`config.mk`:
```
export PLATFORM = sky130hd
export DESIGN_NAME = page_frame_translation_round_robin_unit
export DESIGN_NICKNAME = d
export VERILOG_FILES = /design/src/rtl/core/pftr_pkg.sv /design/src/rtl/core/pftr_desc_ram.sv /design/src/rtl/core/pftr_seq.sv /design/src/rtl/core/page_frame_translation_round_robin_unit.sv
export SDC_FILE = /design/constraint.sdc
export NUM_CORES = 2
export LEC_CHECK = 0
export ABC_CLOCK_PERIOD_IN_PS = 12370
export BUFFER_PORTS_ARGS = -buffer_cell sky130_fd_sc_hd__buf_2
export CORE_MARGIN = 2
export CORE_UTILIZATION = 54
export DETAILED_ROUTE_END_ITERATION = 16
export GPL_TIMING_DRIVEN = 0
export HOLD_SLACK_MARGIN = 0.02
export PLACE_DENSITY = 0.74
export SLEW_MARGIN = 20
export SYNTH_ARGS = -nofsm -noshare
export SYNTH_HDL_FRONTEND = slang
export SYNTH_SLANG_ARGS = --single-unit
export TNS_END_PERCENT = 30
```
`constraint.sdc`:
```
create_clock -name clk -period 12.37 [get_ports clk]
set_input_delay 0.6185 -clock clk [delete_from_list [all_inputs] [get_ports clk]]
set_output_delay 0.6185 -clock clk [all_outputs]
set_load 0.005 [all_outputs]
```
`src/rtl/core/pftr_pkg.sv`:
```
package pftr_pkg;

	localparam int FRAMES_DEF    = 64;
	localparam int PAGE_BITS_DEF = 12;

	localparam int ADDR_W   = 27;
	localparam int PAGE_W   = 15;
	localparam int FRAME_W  = 6;
	localparam int OFFSET_W = 12;
	localparam int DESC_W   = 16;
	// descriptor: dirty flag on top, page number below
	localparam int DIRTY_POS = 15;

	localparam int S_TDATA_W = 32;
	localparam int M_TDATA_W = 56;

	typedef logic [PAGE_W-1:0]   page_t;
	typedef logic [FRAME_W-1:0]  frame_t;
	typedef logic [OFFSET_W-1:0] offset_t;
	typedef logic [DESC_W-1:0]   desc_t;

	// declared msb first, so frame sits in the lowest bits
	typedef struct packed {
		page_t   fill_page;
		logic    fill_request;
		page_t   flush_page;
		logic    flush_request;
		offset_t offset;
		frame_t  frame;
	} result_t;

	localparam int RESULT_W = $bits(result_t);

endpackage

```
`src/rtl/core/pftr_desc_ram.sv`:
```
module pftr_desc_ram #(
	parameter int DEPTH = pftr_pkg::FRAMES_DEF,
	parameter int AW    = $clog2(pftr_pkg::FRAMES_DEF)
) (
	input  logic                  clk,
	input  logic [AW-1:0]         rd_addr,
	output pftr_pkg::desc_t       rd_data,
	input  logic                  wr_en,
	input  logic [AW-1:0]         wr_addr,
	input  pftr_pkg::desc_t       wr_data
);

	pftr_pkg::desc_t mem [DEPTH];

	always_ff @(posedge clk) begin
		if (wr_en) begin
			mem[wr_addr] <= wr_data;
		end
		rd_data <= mem[rd_addr];
	end

endmodule

```
`src/rtl/core/pftr_seq.sv`:
```
module pftr_seq #(
	parameter int FRAMES    = pftr_pkg::FRAMES_DEF,
	parameter int PAGE_BITS = pftr_pkg::PAGE_BITS_DEF,
	parameter int FW        = $clog2(FRAMES)
) (
	input  logic                          clk,
	input  logic                          arst_n,
	input  logic                          in_valid,
	output logic                          in_ready,
	input  logic                          in_action,
	input  logic [pftr_pkg::ADDR_W-1:0]   in_address,
	output logic                          res_valid,
	input  logic                          res_ready,
	output pftr_pkg::result_t             res,
	output logic [FW-1:0]                 mem_rd_addr,
	input  pftr_pkg::desc_t               mem_rd_data,
	output logic                          mem_wr_en,
	output logic [FW-1:0]                 mem_wr_addr,
	output pftr_pkg::desc_t               mem_wr_data
);

	localparam logic [FW-1:0] IDX_ONE   = FW'(1);
	localparam logic [FW-1:0] LAST_IDX  = FW'(FRAMES - 1);
	localparam logic [FW-1:0] VICT_WRAP = FW'(FRAMES - 2);

	typedef enum logic [2:0] {
		ST_CLEAR,
		ST_IDLE,
		ST_SCAN,
		ST_VICT,
		ST_MARK,
		ST_EMIT
	} state_t;

	state_t              state_q;
	logic [FW-1:0]       clr_q;
	logic [FW-1:0]       scan_addr_q;
	logic                issue_q;
	logic                cmp_vld_s1;
	logic [FW-1:0]       cmp_addr_s1;
	logic [FW-1:0]       victim_q;
	pftr_pkg::page_t     recent_page_q;
	logic [FW-1:0]       recent_frame_q;
	pftr_pkg::page_t     page_q;
	logic                act_q;
	pftr_pkg::result_t   res_q;

	pftr_pkg::page_t     in_page;
	pftr_pkg::offset_t   in_offset;
	logic                page_match;
	logic                hit_now;
	logic                miss_now;
	logic                old_dirty;

	assign in_page   = pftr_pkg::page_t'(in_address >> PAGE_BITS);
	assign in_offset = pftr_pkg::offset_t'(in_address[PAGE_BITS-1:0]);

	// shared compare unit, fed one descriptor per cycle from the ram
	assign page_match = (mem_rd_data[pftr_pkg::PAGE_W-1:0] == page_q);
	assign hit_now    = (state_q == ST_SCAN) && cmp_vld_s1 && page_match;
	assign miss_now   = (state_q == ST_SCAN) && cmp_vld_s1 && !page_match
		&& (cmp_addr_s1 == LAST_IDX);
	assign old_dirty  = mem_rd_data[pftr_pkg::DIRTY_POS];

	assign in_ready  = (state_q == ST_IDLE);
	assign res_valid = (state_q == ST_EMIT);
	assign res       = res_q;

	always_comb begin
		mem_rd_addr = scan_addr_q;
		mem_wr_en   = 1'b0;
		mem_wr_addr = clr_q;
		mem_wr_data = '0;
		case (state_q)
			ST_CLEAR: begin
				mem_wr_en = 1'b1;
			end
			ST_IDLE: begin
				mem_rd_addr = recent_frame_q;
			end
			ST_SCAN: begin
				if (miss_now) begin
					mem_rd_addr = victim_q;
				end
				if (hit_now && act_q) begin
					mem_wr_en   = 1'b1;
					mem_wr_addr = cmp_addr_s1;
					mem_wr_data = {1'b1, mem_rd_data[pftr_pkg::PAGE_W-1:0]};
				end
			end
			ST_VICT: begin
				mem_wr_en   = 1'b1;
				mem_wr_addr = victim_q;
				mem_wr_data = {act_q, page_q};
			end
			ST_MARK: begin
				mem_wr_en   = 1'b1;
				mem_wr_addr = recent_frame_q;
				mem_wr_data = {1'b1, mem_rd_data[pftr_pkg::PAGE_W-1:0]};
			end
			default: begin
			end
		endcase
	end

	always_ff @(posedge clk or negedge arst_n) begin
		if (!arst_n) begin
			state_q        <= ST_CLEAR;
			clr_q          <= '0;
			scan_addr_q    <= IDX_ONE;
			issue_q        <= 1'b0;
			cmp_vld_s1     <= 1'b0;
			cmp_addr_s1    <= '0;
			victim_q       <= IDX_ONE;
			recent_page_q  <= '0;
			recent_frame_q <= '0;
			page_q         <= '0;
			act_q          <= 1'b0;
			res_q          <= '0;
		end else begin
			case (state_q)
				ST_CLEAR: begin
					if (clr_q == LAST_IDX) begin
						state_q <= ST_IDLE;
					end else begin
						clr_q <= clr_q + IDX_ONE;
					end
				end
				ST_IDLE: begin
					if (in_valid) begin
						act_q               <= in_action;
						page_q              <= in_page;
						res_q.offset        <= in_offset;
						res_q.flush_request <= 1'b0;
						res_q.flush_page    <= '0;
						res_q.fill_request  <= 1'b0;
						res_q.fill_page     <= '0;
						if (in_page == recent_page_q) begin
							res_q.frame <= pftr_pkg::frame_t'(recent_frame_q);
							state_q     <= in_action ? ST_MARK : ST_EMIT;
						end else begin
							recent_page_q <= in_page;
							scan_addr_q   <= IDX_ONE;
							issue_q       <= 1'b1;
							cmp_vld_s1    <= 1'b0;
							state_q       <= ST_SCAN;
						end
					end
				end
				ST_SCAN: begin
					if (hit_now) begin
						res_q.frame    <= pftr_pkg::frame_t'(cmp_addr_s1);
						recent_frame_q <= cmp_addr_s1;
						cmp_vld_s1     <= 1'b0;
						state_q        <= ST_EMIT;
					end else if (miss_now) begin
						cmp_vld_s1 <= 1'b0;
						state_q    <= ST_VICT;
					end else begin
						// one read issued per cycle, compared in the next cycle
						cmp_vld_s1  <= issue_q;
						cmp_addr_s1 <= scan_addr_q;
						if (issue_q) begin
							if (scan_addr_q == LAST_IDX) begin
								issue_q <= 1'b0;
							end else begin
								scan_addr_q <= scan_addr_q + IDX_ONE;
							end
						end
					end
				end
				ST_VICT: begin
					res_q.flush_request <= old_dirty;
					res_q.flush_page    <= old_dirty ?
						mem_rd_data[pftr_pkg::PAGE_W-1:0] : '0;
					res_q.fill_request  <= 1'b1;
					res_q.fill_page     <= page_q;
					res_q.frame         <= pftr_pkg::frame_t'(victim_q);
					recent_frame_q      <= victim_q;
					victim_q            <= (victim_q == VICT_WRAP) ? IDX_ONE :
						victim_q + IDX_ONE;
					state_q             <= ST_EMIT;
				end
				ST_MARK: begin
					state_q <= ST_EMIT;
				end
				ST_EMIT: begin
					if (res_ready) begin
						state_q <= ST_IDLE;
					end
				end
				default: begin
					state_q <= ST_IDLE;
				end
			endcase
		end
	end

endmodule

```
`src/rtl/core/page_frame_translation_round_robin_unit.sv`:
```
// Page frame translation with a fully associative, round-robin, write-back
// frame table. Each access on the s side (address in s_tdata, read/write kind
// in s_tuser) yields exactly one result on the m side: frame, offset and, on
// a miss, a fill request for the new page plus a flush request for the old
// page when the replaced frame was dirty. After reset the block sweeps the
// descriptor ram to zero with s_tready low. An access to the most recently
// looked-up page skips the scan (a write does a read-modify-write of the
// dirty flag). Any other access scans the descriptor ram one entry per cycle
// through a single ram read port and one page comparator: a hit ends the
// scan at the matching frame, a miss ends it after the last frame. One access
// is in work at a time; the result register lets the next access start while
// a result waits.
module page_frame_translation_round_robin_unit #(
	parameter int FRAMES    = pftr_pkg::FRAMES_DEF,
	parameter int PAGE_BITS = pftr_pkg::PAGE_BITS_DEF
) (
	input  logic                             clk,
	input  logic                             arst_n,
	input  logic                             s_tvalid,
	output logic                             s_tready,
	input  logic [pftr_pkg::S_TDATA_W-1:0]   s_tdata,   // address[26:0], zero pad
	input  logic                             s_tuser,   // action (1 = write)
	output logic                             m_tvalid,
	input  logic                             m_tready,
	output logic [pftr_pkg::M_TDATA_W-1:0]   m_tdata    // frame, offset, flush_request,
	                                                    // flush_page, fill_request,
	                                                    // fill_page, zero pad
);

	localparam int FW = $clog2(FRAMES);

	logic                res_valid;
	logic                res_ready;
	pftr_pkg::result_t   res;
	logic [FW-1:0]       mem_rd_addr;
	pftr_pkg::desc_t     mem_rd_data;
	logic                mem_wr_en;
	logic [FW-1:0]       mem_wr_addr;
	pftr_pkg::desc_t     mem_wr_data;
	logic                m_tvalid_q;
	pftr_pkg::result_t   m_res_q;

	assign res_ready = !m_tvalid_q || m_tready;

	pftr_seq #(
		.FRAMES    (FRAMES),
		.PAGE_BITS (PAGE_BITS),
		.FW        (FW)
	) u_seq (
		.clk         (clk),
		.arst_n      (arst_n),
		.in_valid    (s_tvalid),
		.in_ready    (s_tready),
		.in_action   (s_tuser),
		.in_address  (s_tdata[pftr_pkg::ADDR_W-1:0]),
		.res_valid   (res_valid),
		.res_ready   (res_ready),
		.res         (res),
		.mem_rd_addr (mem_rd_addr),
		.mem_rd_data (mem_rd_data),
		.mem_wr_en   (mem_wr_en),
		.mem_wr_addr (mem_wr_addr),
		.mem_wr_data (mem_wr_data)
	);

	pftr_desc_ram #(
		.DEPTH (FRAMES),
		.AW    (FW)
	) u_desc_ram (
		.clk     (clk),
		.rd_addr (mem_rd_addr),
		.rd_data (mem_rd_data),
		.wr_en   (mem_wr_en),
		.wr_addr (mem_wr_addr),
		.wr_data (mem_wr_data)
	);

	// output register parts the result side from the sequencer
	always_ff @(posedge clk or negedge arst_n) begin
		if (!arst_n) begin
			m_tvalid_q <= 1'b0;
			m_res_q    <= '0;
		end else begin
			if (res_valid && res_ready) begin
				m_tvalid_q <= 1'b1;
				m_res_q    <= res;
			end else if (m_tready) begin
				m_tvalid_q <= 1'b0;
			end
		end
	end

	assign m_tvalid = m_tvalid_q;
	assign m_tdata  = {(pftr_pkg::M_TDATA_W - pftr_pkg::RESULT_W)'(0), m_res_q};

endmodule

```
==> flow_metrics.env <==
export IMPL_outcome="finished, final reports clean"
export IMPL_slew_viol_final=0
export IMPL_ioPinCount=95
export IMPL_rsz0062_at_grt="false"
export IMPL_fin_nets=3416
export IMPL_yosysTopAreaCell="edfxtp_1"
export IMPL_numClockSinks=1207
export IMPL_cts_hold_buf=1
export IMPL_grt_overflow=0
export IMPL_area_growth_pct=14.3
export IMPL_core_area_um2=90100
export IMPL_avgSynthCellArea_um2=15.8
export IMPL_yosys_warnings=0
export IMPL_drt_pass1_iter_count=8
export IMPL_power_density_nw_per_um2=256
export IMPL_antenna_found_initial=6
export IMPL_hold_class="in -> reg"
export IMPL_cts_tree="done"
export IMPL_finalSetupTns_ps=0
export IMPL_die_area_um2=93500
export IMPL_grt_start_max_net_pins=88
export IMPL_ir_drop_v=0.000188
export IMPL_path_clk_slew_ps=60
export IMPL_fillCellCount=6388
export IMPL_synth_area_top_cells="edfxtp_1, dfrtp_1, mux2i_1, mux2_2, o2111ai_1"
export IMPL_critical_path_max_fanout=10
export IMPL_postCtsSetupBuffers=0
export IMPL_start_util_pct=54.5
export IMPL_fp_dieW_um=306
export IMPL_grt_pass1_wl_mm=200
export IMPL_synth_cells=3104
export IMPL_portBuffers=82
export IMPL_synth_seq_cells=1207
export IMPL_finalSetupViolCount=0
export IMPL_worstSetupPathType="reg -> reg"
export IMPL_worst_setup_path_end_kind="flip-flop"
export IMPL_cpPeakStageDelay_ps=960
export IMPL_drv_cap=0
export IMPL_cp_slowest_cell="nor4_1"
export IMPL_vias=30955
export IMPL_tightest_slew_ps=1310
export IMPL_startpoint_type="flip-flop"
export IMPL_fin_crit_ps=5790
export IMPL_final_setup_skew_ps=42.7
export IMPL_die_h_um=306
export IMPL_required_ps=12870
export IMPL_postRouteAntennaNets=0
export IMPL_place_hpwl_mm=95.0
export IMPL_fmax_mhz=173
export IMPL_synth_cell_types=65
export IMPL_synthDominantCellAreaShare_pct=62.6
export IMPL_insertion_delay_ps=750
export IMPL_viasPerCell=6.66
export IMPL_r2r_start="u_seq.page_q[9]"
export IMPL_arrival_ps=6290
export IMPL_crit_path_start="u_seq.page_q[9]"
export IMPL_wl_mm=139
export IMPL_cp_top_family="simple AND/OR/NAND/NOR gates"
export IMPL_hold_slack_ps=100
export IMPL_cts_resized=0
export IMPL_drive_gt1_share_pct=19.6
export IMPL_leakage_uw=0.0200
export IMPL_antenna_cells=0
export IMPL_synth_edf_count=1024
export IMPL_cp_num_buf_inv=2
export IMPL_postSynth_asyncResetShare_pct=13.8
export IMPL_drtIter0Drc=4536
export IMPL_first_global_vias=29479
export IMPL_grt_usage_pct=29.3
export IMPL_synthFlopType="edfxtp_1"
export IMPL_cts_made_buffers=116
export IMPL_worstPathCellList="xor2_1 -> nor4_1 -> nand2_1 -> nor3_2 -> or3_1 -> buf_2 -> clkbuf_1 -> mux2_2 -> a221o_1 -> nor4_1 -> nor4_2"
export IMPL_synth_top_cells_by_count="edfxtp_1, mux2i_1, nand2_1"
export IMPL_h_tree_depth=3
export IMPL_core_rowCount=110
export IMPL_yosysMostFrequentCell="edfxtp_1"
export IMPL_wl_per_cell_um=29.9
export IMPL_finalCritPeriodShare_pct=46.8
export IMPL_place_congestion=0.950
export IMPL_syn_area_um2=49200
export IMPL_cts_root_buf="clkbuf_16"
export IMPL_clock_path_buffers=3
export IMPL_synth_seq_area_share_pct=71.7
export IMPL_slew_headroom_pct=10.6
export IMPL_worstHoldStart="s_tdata[4]"
export IMPL_hold_violations=0
export IMPL_drc=0
export IMPL_cp_common_cell="nor4_1"
-- worst paths after layout --
check,to,slack [ps],cells past startpoint
hold reg to reg,u_seq.res[9],470,2
hold / removal,u_seq.res[10],100,3
setup reg to reg,u_desc_ram.rd_data[13],6580,11
setup / recovery,u_desc_ram.rd_data[13],6580,11
min in group asynchronous,m_tdata[3],340,2
max in group asynchronous,u_seq.res[23],11040,4
-- cell usage in the layout (no fill, tap or decap), drive strengths merged, types with 21 or more instances in the layout --
cell type and n:
mux2i 314, o2111ai 96, clkinv 56, edfxtp 1024, a2111oi 96, xnor2 28
clkbuf 287, nor4 85, nand2 187, mux2 169, a22o 49, nand3 29
a21oi 21, buf 243, o31ai 98, a221o 56, o21ai 83, o22ai 112
nor2 112, dfrtp 165
-- where the power goes --
| group | switching (uW) | total, uW | leakage, uW | internal, uW |
|---|---|---|---|---|
| clock | 1540 | 3560 | 0.00186 | 2020 |
| combinational | 3580 | 5400 | 0.00643 | 1820 |
| sequential | 275 | 5440 | 0.0117 | 5170 |
| total | 5400 | 14400 | 0.0200 | 9010 |
-- worst min-delay path, cell delays in order --
cell and delay [ps]:
buf_2 70, nand2_1 40, nand2_1 40
-- through the flow --
step / worst slack, ps / total power [uW] / area (um2) / instances / util (%)
3_3_place_gp: 4110 / 10500 / 51100 / 4367 / 56.6
2_1_floorplan: 8250 / 8660 / 49200 / 3109 / -
6_report: 6580 / 14400 / 56200 / 4651 / 62.3
3_5_place_dp: 6820 / 10800 / 52400 / 4432 / 58.1
4_1_cts: 6730 / 14300 / 56200 / 4651 / 62.3
5_1_grt: 6500 / 14800 / 56200 / 4651 / 62.3
-- registers in the layout (all words and copies together) (netlist names) --
signal,cells
u_desc_ram.mem,1024
m_tdata,50
u_seq.res,50
u_desc_ram.rd_data,16
u_seq.page_q,15
u_seq.recent_page_q,15
u_seq.clr_q,6
u_seq.cmp_addr_s1,6
u_seq.recent_frame_q,6
u_seq.scan_addr_q,6
u_seq.victim_q,6
u_seq.state_q,3
m_tvalid,1
u_seq.act_q,1
u_seq.cmp_vld_s1,1
u_seq.issue_q,1
-- layout make-up --
type | instances | area, um2 | share of cell area (%)
clock buffer | 142 | 3040 | 5.41
clock inverter | 76 | 769 | 1.37
multi-input combinational | 1654 | 13200 | 23.5
sequential | 1207 | 35300 | 62.7
tap | 1176 | 1470 | 2.62
inverter | 7 | 26.3 | 0.0468
buffer | 241 | 1090 | 1.94
timing repair buffer | 148 | 1350 | 2.39
-- per-layer routing --
metal	vias to the layer above	wire length (um)	global-route usage (%)
met5	-	19	0
met4	4	7710	14.7
met3	367	14100	5.48
met2	2030	64900	46.5
met1	15476	52200	39.1
li1	13078	-	-
-- kinds of logic after synthesis --
logic type                 synth area share [%]
adders and majority gates                 0.102
xor gates and xnor gates                  0.731
muxes                                      10.3
DFF                                        71.7
buffers and inverters                      2.27
and+or+nand+nor                            4.57
AOI/OAI and AO/OA                          10.3
other                                   0.00763
(Power assumes the default switching activity.)
